===== src/rtl/doubly_linked_list_with_cursor_top_macros.svh =====
// ----------------------------------------------------------------------------
// Linked list assertion macros
// Concurrent assertion shorthands used by the top level.
// ----------------------------------------------------------------------------
`ifndef DOUBLY_LINKED_LIST_WITH_CURSOR_TOP_MACROS_SVH
`define DOUBLY_LINKED_LIST_WITH_CURSOR_TOP_MACROS_SVH
// Implication checked on every clock edge outside reset.
`define DLL_ASSERT_IMP(label, clk, rst, ante, cons, msg) \
   label: assert property (@(posedge clk) disable iff (rst) (ante) |-> (cons)) else $error(msg);
// Next-cycle implication checked outside reset.
`define DLL_ASSERT_NXT(label, clk, rst, ante, cons, msg) \
   label: assert property (@(posedge clk) disable iff (rst) (ante) |=> (cons)) else $error(msg);
`endif


===== src/rtl/dll_pkg.sv =====
// ----------------------------------------------------------------------------
// Linked list package
// Action codes, controller states and controller/datapath interface types.
// ----------------------------------------------------------------------------
package dll_pkg;

   typedef enum logic [3:0] {
      ACT_CLEAR      = 4'd0,
      ACT_INS_FIRST  = 4'd1,
      ACT_INS_LAST   = 4'd2,
      ACT_CUR_FIRST  = 4'd3,
      ACT_CUR_LAST   = 4'd4,
      ACT_DEL_FIRST  = 4'd5,
      ACT_DEL_LAST   = 4'd6,
      ACT_DEL_AFTER  = 4'd7,
      ACT_DEL_BEFORE = 4'd8,
      ACT_INS_AFTER  = 4'd9,
      ACT_INS_BEFORE = 4'd10,
      ACT_OVERWRITE  = 4'd11,
      ACT_NEXT       = 4'd12,
      ACT_PREV       = 4'd13,
      ACT_NONE       = 4'd14,
      ACT_SPARE      = 4'd15
   } action_type;

   typedef enum logic [2:0] {
      ST_IDLE,
      ST_EXEC,
      ST_STEP2,
      ST_STEP3,
      ST_SHOW,
      ST_RESP
   } state_type;

   // Commands from the controller to the datapath.
   typedef struct packed {
      logic load;    // capture request payload
      logic exec;    // first phase: read links, allocate, plan
      logic step2;   // second phase: neighbor read and link writes
      logic step3;   // third phase: further link writes
      logic show;    // issue reads of the shown values, remaining link writes
      logic capture; // capture result registers
   } cmd_type;

endpackage


===== src/rtl/dll_ctrl.sv =====
// ----------------------------------------------------------------------------
// Linked list controller
// Sequences the phases of one request and runs the two handshakes.
// ----------------------------------------------------------------------------
module dll_ctrl (
   input  logic             clock,
   input  logic             reset,
   input  logic             req_valid,
   output logic             req_ready,
   output logic             rsp_valid,
   input  logic             rsp_ready,
   output dll_pkg::cmd_type cmd
);
   import dll_pkg::*;

   state_type state_ff, state_in;
   logic      full_ff, full_in;

   // State and result-held flag.
   always_ff @(posedge clock) begin
      if (reset) begin
         state_ff <= ST_IDLE;
         full_ff  <= 1'b0;
      end else begin
         state_ff <= state_in;
         full_ff  <= full_in;
      end
   end

   // Next state. A new request starts while an older result still waits,
   // but its result is captured only after the old one has left.
   always_comb begin
      state_in = state_ff;
      full_in  = full_ff;
      if (full_ff && rsp_ready) full_in = 1'b0;
      case (state_ff)
         ST_IDLE:  if (req_valid) state_in = ST_EXEC;
         ST_EXEC:  state_in = ST_STEP2;
         ST_STEP2: state_in = ST_STEP3;
         ST_STEP3: state_in = ST_SHOW;
         ST_SHOW:  state_in = ST_RESP;
         ST_RESP: begin
            if (!full_ff || rsp_ready) begin
               full_in  = 1'b1;
               state_in = ST_IDLE;
            end
         end
         default:  state_in = ST_IDLE;
      endcase
   end

   // Outputs.
   always_comb begin
      cmd       = '0;
      req_ready = (state_ff == ST_IDLE);
      rsp_valid = full_ff;
      case (state_ff)
         ST_IDLE:  cmd.load  = req_valid;
         ST_EXEC:  cmd.exec  = 1'b1;
         ST_STEP2: cmd.step2 = 1'b1;
         ST_STEP3: cmd.step3 = 1'b1;
         ST_SHOW:  cmd.show  = 1'b1;
         ST_RESP:  cmd.capture = !full_ff || rsp_ready;
         default:  cmd = '0;
      endcase
   end

endmodule


===== src/rtl/dll_dp.sv =====
// ----------------------------------------------------------------------------
// Linked list datapath
// Node memories, list pointers, free pool and result registers.
// ----------------------------------------------------------------------------
module dll_dp #(
   parameter int NODE_COUNT = 64,
   parameter int VALUE_BITS = 32
) (
   input  logic                clock,
   input  logic                reset,
   input  dll_pkg::cmd_type    cmd,
   input  logic [3:0]          req_action,
   input  logic signed [31:0]  req_value,
   output logic signed [31:0]  rsp_first_value,
   output logic signed [31:0]  rsp_last_value,
   output logic signed [31:0]  rsp_cursor_value,
   output logic                rsp_list_nonempty,
   output logic                rsp_cursor_valid,
   output logic                rsp_alloc_error
);
   import dll_pkg::*;

   localparam int IW = (NODE_COUNT > 1) ? $clog2(NODE_COUNT) : 1;
   localparam int CW = $clog2(NODE_COUNT + 1);
   localparam logic [CW-1:0] FULL = CW'(NODE_COUNT);

   // Memories: data, next and prev links.
   logic [VALUE_BITS-1:0] mem_data [NODE_COUNT];
   logic [IW-1:0]         mem_next [NODE_COUNT];
   logic [IW-1:0]         mem_prev [NODE_COUNT];

   // Payload and list state.
   action_type            act_ff;
   logic [VALUE_BITS-1:0] word_ff;
   logic [IW-1:0] first_ff, last_ff, cur_ff, head_ff, node_ff, tgt_ff;
   logic          ne_ff, cv_ff, err_ff, ok_ff;
   logic [CW-1:0] fcnt_ff, fresh_ff;
   // Link read registers (next/prev of a read address).
   logic [IW-1:0] rn_ff, rp_ff;
   logic [VALUE_BITS-1:0] d0_ff, d1_ff, d2_ff;
   // High during step2 when the insert took its node from the free stack.
   logic          pop_ff;

   // Single next/prev write port per phase.
   logic          wn_en, wp_en, wd_en;
   logic [IW-1:0] wn_addr, wn_data, wp_addr, wp_data, wd_addr, rd_addr;
   logic          rd_en;

   // The cursor value is final after step2, first and last after step3,
   // so the shown words are read over two phases, at most two per cycle.
   always_ff @(posedge clock) begin
      if (wn_en) mem_next[wn_addr] <= wn_data;
      if (wp_en) mem_prev[wp_addr] <= wp_data;
      if (wd_en) mem_data[wd_addr] <= word_ff;
      if (rd_en) begin
         rn_ff <= mem_next[rd_addr];
         rp_ff <= mem_prev[rd_addr];
      end
      if (cmd.step3) d2_ff <= mem_data[cur_ff];
      if (cmd.show) begin
         d0_ff <= mem_data[first_ff];
         d1_ff <= mem_data[last_ff];
      end
   end

   function automatic logic [31:0] sx(input logic [VALUE_BITS-1:0] v);
      logic [VALUE_BITS+31:0] e;
      e = {{32{v[VALUE_BITS-1]}}, v};
      return e[31:0];
   endfunction

   logic has_fresh, has_free, is_ins;
   always_comb begin
      has_free  = fcnt_ff != '0;
      has_fresh = fresh_ff < FULL;
      is_ins = (act_ff == ACT_INS_FIRST) || (act_ff == ACT_INS_LAST) ||
               ((act_ff == ACT_INS_AFTER || act_ff == ACT_INS_BEFORE) && cv_ff);
   end

   // Read address per phase: exec reads free head, first/last or cursor links,
   // step2 reads the neighbor links.
   always_comb begin
      rd_en = cmd.exec || cmd.step2;
      rd_addr = cur_ff;
      if (cmd.exec) begin
         case (act_ff)
            ACT_INS_FIRST, ACT_INS_LAST, ACT_INS_AFTER, ACT_INS_BEFORE:
               rd_addr = head_ff;
            ACT_DEL_FIRST: rd_addr = first_ff;
            ACT_DEL_LAST:  rd_addr = last_ff;
            default:       rd_addr = cur_ff;
         endcase
      end else begin
         // step2: cursor links for cursor ops, target links for deletes
         case (act_ff)
            ACT_DEL_AFTER:  rd_addr = rn_ff;
            ACT_DEL_BEFORE: rd_addr = rp_ff;
            default:        rd_addr = cur_ff;
         endcase
      end
   end

   // Memory writes by phase.
   always_comb begin
      wn_en = 1'b0; wp_en = 1'b0; wd_en = 1'b0;
      wn_addr = node_ff; wn_data = node_ff;
      wp_addr = node_ff; wp_data = node_ff;
      wd_addr = node_ff;
      if (cmd.step2 && ok_ff) begin
         case (act_ff)
            ACT_INS_FIRST: begin
               // New node points at the old first; old first points back.
               wd_en = 1'b1; wn_en = 1'b1; wp_en = 1'b1;
               wn_data = ne_ff ? first_ff : node_ff;
               wp_addr = ne_ff ? first_ff : node_ff;
            end
            ACT_INS_LAST: begin
               wd_en = 1'b1; wn_en = 1'b1; wp_en = 1'b1;
               wp_data = ne_ff ? last_ff : node_ff;
               wn_addr = ne_ff ? last_ff : node_ff;
            end
            ACT_DEL_FIRST, ACT_DEL_LAST: begin
               wn_en = 1'b1; wn_data = head_ff;
               wn_addr = (act_ff == ACT_DEL_FIRST) ? first_ff : last_ff;
            end
            ACT_OVERWRITE: begin
               wd_en = 1'b1; wd_addr = cur_ff;
            end
            default: ;
         endcase
      end else if (cmd.step3 && ok_ff) begin
         case (act_ff)
            ACT_INS_FIRST: begin
               wp_en = 1'b1;
            end
            ACT_INS_LAST: begin
               wn_en = 1'b1;
            end
            ACT_INS_AFTER: begin
               // rn_ff = old cursor next
               wd_en = 1'b1;
               wn_en = 1'b1; wn_addr = node_ff; wn_data = rn_ff;
               wp_en = 1'b1; wp_addr = node_ff; wp_data = cur_ff;
            end
            ACT_INS_BEFORE: begin
               wd_en = 1'b1;
               wn_en = 1'b1; wn_addr = node_ff; wn_data = cur_ff;
               wp_en = 1'b1; wp_addr = node_ff; wp_data = rp_ff;
            end
            ACT_DEL_AFTER: begin
               // rn_ff = target next; relink cursor around the target
               wn_en = 1'b1; wn_addr = cur_ff; wn_data = rn_ff;
               wp_en = (tgt_ff != last_ff); wp_addr = rn_ff; wp_data = cur_ff;
            end
            ACT_DEL_BEFORE: begin
               wp_en = 1'b1; wp_addr = cur_ff; wp_data = rp_ff;
               wn_en = (tgt_ff != first_ff); wn_addr = rp_ff; wn_data = cur_ff;
            end
            default: ;
         endcase
      end else if (cmd.show && ok_ff) begin
         // Fourth phase: remaining link fix-ups.
         case (act_ff)
            ACT_INS_AFTER: begin
               wn_en = 1'b1; wn_addr = cur_ff; wn_data = node_ff;
               wp_en = (last_ff != node_ff);
               wp_addr = tgt_ff; wp_data = node_ff;
            end
            ACT_INS_BEFORE: begin
               wp_en = 1'b1; wp_addr = cur_ff; wp_data = node_ff;
               wn_en = (first_ff != node_ff);
               wn_addr = tgt_ff; wn_data = node_ff;
            end
            ACT_DEL_AFTER, ACT_DEL_BEFORE: begin
               wn_en = 1'b1; wn_addr = tgt_ff; wn_data = head_ff;
            end
            default: ;
         endcase
      end
   end

   // List state updates.
   always_ff @(posedge clock) begin
      if (cmd.load) begin
         act_ff  <= action_type'(req_action);
         word_ff <= VALUE_BITS'({{32{req_value[31]}}, req_value});
      end
      if (reset) begin
         first_ff <= '0; last_ff <= '0; cur_ff <= '0; head_ff <= '0;
         ne_ff <= 1'b0; cv_ff <= 1'b0; err_ff <= 1'b0; ok_ff <= 1'b0;
         fcnt_ff <= '0; fresh_ff <= '0;
      end else if (cmd.load) begin
         err_ff <= 1'b0;
         ok_ff  <= 1'b0;
      end else if (cmd.exec) begin
         // Allocation for inserts; plan for others.
         if (act_ff == ACT_CLEAR) begin
            first_ff <= '0; last_ff <= '0; cur_ff <= '0;
            ne_ff <= 1'b0; cv_ff <= 1'b0;
            head_ff <= '0; fcnt_ff <= '0; fresh_ff <= '0;
         end else if (is_ins) begin
            if (has_free) begin
               node_ff <= head_ff; ok_ff <= 1'b1; fcnt_ff <= fcnt_ff - CW'(1);
            end else if (has_fresh) begin
               node_ff <= fresh_ff[IW-1:0]; ok_ff <= 1'b1;
               fresh_ff <= fresh_ff + CW'(1);
            end else begin
               err_ff <= 1'b1;
            end
         end else begin
            case (act_ff)
               ACT_CUR_FIRST: begin cv_ff <= ne_ff; cur_ff <= first_ff; end
               ACT_CUR_LAST:  begin cv_ff <= ne_ff; cur_ff <= last_ff;  end
               ACT_DEL_FIRST, ACT_DEL_LAST: ok_ff <= ne_ff;
               ACT_DEL_AFTER:  ok_ff <= cv_ff && (cur_ff != last_ff);
               ACT_DEL_BEFORE: ok_ff <= cv_ff && (cur_ff != first_ff);
               ACT_OVERWRITE, ACT_NEXT, ACT_PREV: ok_ff <= cv_ff;
               default: ;
            endcase
         end
      end else if (cmd.step2) begin
         // rn/rp now hold links of the exec read address; a popped node's
         // next link is the new free-stack head.
         if (pop_ff) head_ff <= rn_ff;
         if (ok_ff) begin
            case (act_ff)
               ACT_INS_FIRST, ACT_INS_LAST: begin
                  if (!ne_ff) begin
                     first_ff <= node_ff; last_ff <= node_ff; ne_ff <= 1'b1;
                  end else if (act_ff == ACT_INS_FIRST) first_ff <= node_ff;
                  else last_ff <= node_ff;
               end
               ACT_DEL_FIRST, ACT_DEL_LAST: begin
                  node_ff <= (act_ff == ACT_DEL_FIRST) ? first_ff : last_ff;
                  if (cv_ff && cur_ff == ((act_ff == ACT_DEL_FIRST) ?
                                          first_ff : last_ff)) cv_ff <= 1'b0;
                  if (first_ff == last_ff) ne_ff <= 1'b0;
                  else if (act_ff == ACT_DEL_FIRST) first_ff <= rn_ff;
                  else last_ff <= rp_ff;
                  head_ff <= (act_ff == ACT_DEL_FIRST) ? first_ff : last_ff;
                  fcnt_ff <= fcnt_ff + CW'(1);
               end
               ACT_DEL_AFTER:  tgt_ff <= rn_ff;
               ACT_DEL_BEFORE: tgt_ff <= rp_ff;
               ACT_NEXT: begin
                  if (cur_ff == last_ff) cv_ff <= 1'b0; else cur_ff <= rn_ff;
               end
               ACT_PREV: begin
                  if (cur_ff == first_ff) cv_ff <= 1'b0; else cur_ff <= rp_ff;
               end
               default: ;
            endcase
         end
      end else if (cmd.step3) begin
         if (ok_ff) begin
            case (act_ff)
               ACT_INS_AFTER: begin
                  tgt_ff <= rn_ff;
                  if (last_ff == cur_ff) last_ff <= node_ff;
               end
               ACT_INS_BEFORE: begin
                  tgt_ff <= rp_ff;
                  if (first_ff == cur_ff) first_ff <= node_ff;
               end
               ACT_DEL_AFTER: begin
                  if (tgt_ff == last_ff) last_ff <= cur_ff;
               end
               ACT_DEL_BEFORE: begin
                  if (tgt_ff == first_ff) first_ff <= cur_ff;
               end
               default: ;
            endcase
         end
      end else if (cmd.show) begin
         if (ok_ff) begin
            case (act_ff)
               ACT_DEL_AFTER, ACT_DEL_BEFORE: begin
                  head_ff <= tgt_ff; fcnt_ff <= fcnt_ff + CW'(1);
               end
               default: ;
            endcase
         end
      end
   end

   // Marks an insert that pops the free stack; the head advances in step2.
   always_ff @(posedge clock) begin
      if (reset) pop_ff <= 1'b0;
      else pop_ff <= cmd.exec && is_ins && has_free;
   end

   // Results.
   always_ff @(posedge clock) begin
      if (cmd.capture) begin
         rsp_first_value   <= ne_ff ? sx(d0_ff) : '0;
         rsp_last_value    <= ne_ff ? sx(d1_ff) : '0;
         rsp_cursor_value  <= cv_ff ? sx(d2_ff) : '0;
         rsp_list_nonempty <= ne_ff;
         rsp_cursor_valid  <= cv_ff;
         rsp_alloc_error   <= err_ff;
      end
   end
endmodule


===== src/rtl/doubly_linked_list_with_cursor_top.sv =====
// ----------------------------------------------------------------------------
// Doubly linked list with cursor
// Node pool list engine with first, last and cursor pointers.
// ----------------------------------------------------------------------------
// Usage: the request channel (req_valid/req_ready) carries one action code
// and a data word. Each request yields exactly one response on the rsp_
// channel with the first, last and cursor values, their validity flags and
// an allocation error flag for inserts into a full pool.
// Sequence: after a request is accepted, the link memory phases run in order
// (allocate and read cursor links, read neighbor links, write links, read
// shown values) and the response is then captured.
// A finished response is held in an output register; the next request is
// accepted while it waits, and its result waits until the old one leaves.
// Reset: synchronous, active high; the list is empty, no cursor, pool
// fully unused. Node memories are not cleared.
// ----------------------------------------------------------------------------
`include "doubly_linked_list_with_cursor_top_macros.svh"
module doubly_linked_list_with_cursor_top #(
   parameter int NODE_COUNT = 64,
   parameter int VALUE_BITS = 32
) (
   input  logic               clock,
   input  logic               reset,
   input  logic               req_valid,
   output logic               req_ready,
   input  logic [3:0]         req_action,
   input  logic signed [31:0] req_value,
   output logic               rsp_valid,
   input  logic               rsp_ready,
   output logic signed [31:0] rsp_first_value,
   output logic signed [31:0] rsp_last_value,
   output logic signed [31:0] rsp_cursor_value,
   output logic               rsp_list_nonempty,
   output logic               rsp_cursor_valid,
   output logic               rsp_alloc_error
);
   import dll_pkg::*;

   cmd_type cmd;

   // Controller.
   dll_ctrl u_ctrl (
      .clock(clock), .reset(reset), .req_valid(req_valid),
      .req_ready(req_ready), .rsp_valid(rsp_valid), .rsp_ready(rsp_ready),
      .cmd(cmd)
   );

   // Datapath.
   dll_dp #(.NODE_COUNT(NODE_COUNT), .VALUE_BITS(VALUE_BITS)) u_dp (
      .clock(clock), .reset(reset), .cmd(cmd), .req_action(req_action),
      .req_value(req_value), .rsp_first_value(rsp_first_value),
      .rsp_last_value(rsp_last_value), .rsp_cursor_value(rsp_cursor_value),
      .rsp_list_nonempty(rsp_list_nonempty),
      .rsp_cursor_valid(rsp_cursor_valid), .rsp_alloc_error(rsp_alloc_error)
   );

   // Checks.
   `DLL_ASSERT_IMP(a_cursor_needs_list, clock, reset,
      rsp_valid && rsp_cursor_valid, rsp_list_nonempty, "cursor on empty list")
   `DLL_ASSERT_NXT(a_one_phase, clock, reset, cmd.load,
      $onehot0({cmd.exec, cmd.step2, cmd.step3, cmd.show}) && cmd.exec,
      "phase sequence broken")
   `DLL_ASSERT_IMP(a_no_accept_busy, clock, reset,
      req_ready, !(cmd.exec || cmd.step2 || cmd.step3 || cmd.show),
      "request taken while busy")
endmodule

===== config.mk =====
export PLATFORM = sky130hd
export DESIGN_NAME = doubly_linked_list_with_cursor_top
export DESIGN_NICKNAME = d
export VERILOG_FILES = /design/src/rtl/dll_pkg.sv /design/src/rtl/dll_ctrl.sv /design/src/rtl/dll_dp.sv /design/src/rtl/doubly_linked_list_with_cursor_top.sv
export VERILOG_INCLUDE_DIRS = /design/src /design/src/rtl
export SDC_FILE = /design/constraint.sdc
export NUM_CORES = 2
export LEC_CHECK = 0
export BUFFER_PORTS_ARGS = -buffer_cell sky130_fd_sc_hd__buf_2
export CAP_MARGIN = 0
export CORE_UTILIZATION = 53
export CTS_CLUSTER_SIZE = 14
export DETAILED_ROUTE_END_ITERATION = 10
export PLACE_DENSITY = 0.69
export SYNTH_ARGS = -nofsm -noshare
export SYNTH_HDL_FRONTEND = slang
export SYNTH_SLANG_ARGS = --single-unit

===== constraint.sdc =====
create_clock -name clock -period 11.63 [get_ports clock]
set_input_delay 1.7445 -clock clock [delete_from_list [all_inputs] [get_ports clock]]
set_output_delay 1.7445 -clock clock [all_outputs]
set_load 0.02 [all_outputs]

==> metrics.md <==
| Metric | Value |
|---|---|
| CTS tree | done |
| Skew-Pair Late Insertion Delay | roughly 0.94 ns |
| Mean Syn Cell Area | between 15 and 20 µm² |
| Pwr Density | between 100 and 150 nW/µm² |
| Post-cts sizing count | 0 |
| Clock buffer depth | 4 |
| Setup_tns | 0 ns |
| CTS Hold Bufs | 0 |
| WL final | about 490000 µm |
| Vias in the first global route | 91600 |
| TritonRoute pass-1 iters | 7 |
| Antenna Nets Post-Route | 0 |
| Post-Place Setup Slack | 6.27 ns |
| Clock power share | between 40% and 50% |
| Arrival @ worst endpoint | roughly 6.3 ns |
| Setup Fix Bufs, Post-CTS | 0 |
| Die Ht | roughly 540 µm |
| Sequential power share | around half |
| Pwr Total | about 25000 µW |
| Global route total overflow | 0 |
| Reg2reg path depth | 11 |
| Die width | approximately 540 µm |
| F_max | about 180 MHz |
| Die area | between 200000 and 300000 µm² |
| WP data required | between 10 and 15 ns |
| Period utilization | 47.2% |
| First-pass GRT wire length | 696000 µm |
| Initial DRC count | 16300 |
| Num CTS Buffers | about 330 |
| RSZ-0062 raised after global routing | false |
| Sw frac | 23.0% |
| Status | complete, no violations |
| Hold Path Class | reg -> reg |
| Overall global routing resource usage | about a third |
| Startpoint Class | register |
| Syn Inst Count | around 8400 |
| Tmin final | 5.49 ns |
| Port bufs | 140 |
| Top cell type's share of synthesized area | 59.7% |
| DR WL/cell | just under 40 µm |
| Mapped Area | 154000 µm² |
| Flop-to-flop setup slack | 6.14 ns |
| R2R Path End | u_dp.rn_ff[2] |
| Warnings from Yosys | 0 |
| Fill cells | around 21000 |
| Via Count | 94000 |
| Vias per inst | 7.50 |
| Post-layout nets | ~8400 |
| Crit path kind | reg -> reg |
| Synth area leaders | edfxtp_1, mux4_2, nand2_1, clkbuf_1, nand3_1 |
| Final worst slack | 6.14 ns |
| Slew headroom | 6.12% |
| Register area share after synthesis | between 60 and 70% |
| CP Launch Point | u_dp.act_ff[0] |
| # setup viols final | 0 |
| Final HPWL from detailed placement | approximately 280000 µm |
| Core area | between 200000 and 300000 µm² |
| EDFF count, synth | 3071 |
| NetSw | roughly 5700 µW |
| DRC Markers | 0 |
| Synth cell types | 76 |
| Comb pwr share | under 10% |
| Clk pin slew, worst setup/hold paths | approximately 0.06 ns |
| Post-synth top area cell | edfxtp_1 |
| Crit Path Max Fanout | 81 |
| Starting Density | between 50% and 60% |
| Ys flop type | edfxtp_1 |
| Cell Rows | 197 |
| Setup crit end kind | register |
| Actual slew at the worst max-slew pin | 1.40 ns |
| Leak Pwr | ~0.05 µW |
| Register bit total from synthesis | 3118 |
| Initial antenna violation count | 24 |
| CTS HTree Levels | 5 |
| Clock sinks | between 3000 and 4000 |
| Setup Skew | roughly 0.09 ns |
| Post-Syn Nets | 8423 |
| Largest net degree at the start of global routing | 187 |
| Layout cells sized above 1 | 34.9% |
| Reg-to-reg startpoint | u_dp.act_ff[0] |
| VDD IR max | about 160 µV |
| RePlAce Congestion | ~0.90 |
| Total of max-cap violations | 0 |
| I/O Pins | 141 |
| Area growth syn-to-layout | 10.6% |
| Root Driver | clkbuf_16 |
| P_int | approximately 19000 µW |
| Critical Path Sink | u_dp.rn_ff[2] |
| Final hold violations | 0 |
| Slew Limit Fails | 0 |
| Synth async-reset ratio | 0% |
routing by layer:
layer  up-vias  GRT usage (%)  routed length (µm)
met5         -              0                  49
met2      7864           50.3              224000
met1     49200           46.6              171000
li1      35600              -                   -
met3      1330           9.98               72700
met4         8           14.6               25800
area by class of cell:
cell class                 instances  area [µm²]  area share (%)
clock inverter                   207        2250            1.32
multi-input combinational       4532       59100            34.6
antenna                           16        40.0          0.0235
clock buffer                     386        8470            4.96
timing repair buffer             388        2760            1.62
inverter                          14        55.1          0.0322
tap                             3880        4850            2.84
sequential                      3118       93200            54.6
per-stage QoR:
| step | std cells | hold WS [ns] | cell area, µm² | util (%) |
|---|---|---|---|---|
| 6_report | 12500 | 0.513 | 171000 | 59.1 |
| 5_1_grt | 12500 | 0.534 | 171000 | 59.1 |
| 4_1_cts | 12500 | 0.506 | 171000 | 59.1 |
| 3_5_place_dp | 11900 | 0.501 | 160000 | 55.4 |
| 3_3_place_gp | 11900 | 0.472 | 160000 | 55.4 |
| 2_1_floorplan | 8379 | 0.406 | 154000 | - |
synth_stat cells, types with 14 or more instances:
| master | n |
|---|---|
| nor2_1 | 296 |
| mux2i_1 | 117 |
| a211oi_1 | 15 |
| dfxtp_1 | 47 |
| nor3_1 | 30 |
| mux4_2 | 1982 |
| buf_1 | 188 |
| a22oi_1 | 32 |
| nand3_1 | 314 |
| o21ai_0 | 72 |
| nor4_1 | 47 |
| nand3b_1 | 23 |
| a41oi_1 | 14 |
| clkbuf_1 | 439 |
| a21oi_1 | 173 |
| xnor2_1 | 24 |
| and3_1 | 23 |
| a31oi_1 | 43 |
| nand2_1 | 853 |
| a221oi_1 | 15 |
| and2_1 | 104 |
| mux2_2 | 41 |
| nand2b_1 | 22 |
| a21boi_0 | 16 |
| xor2_1 | 30 |
| buf_2 | 86 |
| nor2b_1 | 27 |
| a32oi_1 | 50 |
| edfxtp_1 | 3071 |
| o22ai_1 | 21 |
critical path, stage by stage (launching register included):
cell,delay [ns]
edfxtp_1,0.32
buf_4,0.51
and4b_1,0.91
a22o_1,0.24
a22oi_1,0.13
nand2_4,0.81
buf_4,0.75
nand2_1,0.12
a32oi_1,0.33
a31oi_1,0.19
nor4_1,0.68
and3_1,0.26
flip-flops by register name (all words and copies together), names as in the netlist, 7 cells and up:
name / count
u_dp.rsp_first_value: 32
u_dp.fcnt_ff: 7
u_dp.d1_ff: 32
u_dp.rsp_last_value: 32
u_dp.d2_ff: 32
u_dp.rsp_cursor_value: 32
u_dp.mem_data: 2048
u_dp.word_ff: 32
u_dp.mem_prev: 384
u_dp.d0_ff: 32
u_dp.fresh_ff: 7
u_dp.mem_next: 384
power groups by stage:
stage / clock network (µW) / logic (µW) / registers (µW)
final: 10600 / 1570 / 12500
after global routing: 11100 / 1660 / 12500
after CTS: 10700 / 1540 / 12500
after detailed placement: 0 / 1540 / 12800
after global placement: 0 / 1510 / 12800
after floorplan: 0 / 946 / 12800
worst min path at each step:
stage	startpoint	endpoint	slack (ns)	cells past startpoint
after floorplan	u_dp.cv_ff	u_dp.rsp_cursor_valid	0.41	0
final	u_dp.fcnt_ff[6]	u_dp.fcnt_ff[6]	0.51	1
after global routing	u_dp.d0_ff[0]	u_dp.rsp_first_value[0]	0.53	1
after global placement	u_dp.fcnt_ff[6]	u_dp.fcnt_ff[6]	0.47	1
after CTS	u_dp.fcnt_ff[6]	u_dp.fcnt_ff[6]	0.51	1
after detailed placement	u_dp.fcnt_ff[6]	u_dp.fcnt_ff[6]	0.50	1
cells in the final DEF, fill, tap and decap left out, types with 70 or more instances in the layout:
| cell type | Yosys | routed |
|---|---|---|
| a21oi_1 | 173 | 172 |
| and2_1 | 104 | 101 |
| buf_2 | 86 | 140 |
| buf_4 | 2 | 231 |
| clkbuf_16 | 0 | 330 |
| edfxtp_1 | 3071 | 3071 |
| mux2i_1 | 117 | 117 |
| mux4_2 | 1982 | 1982 |
| nand2_1 | 853 | 852 |
| nand3_1 | 314 | 313 |
| nor2_1 | 296 | 224 |
| nor2_4 | 0 | 70 |
cells by family after synthesis:
logic type	synth area share [%]
xor+xnor	0.327
mux	30.0
simple gates	5.18
buf+inv	1.85
compound gates	2.31
flops	60.3
fa+ha+maj	0.0324
Power figures use the tool's default switching activity.
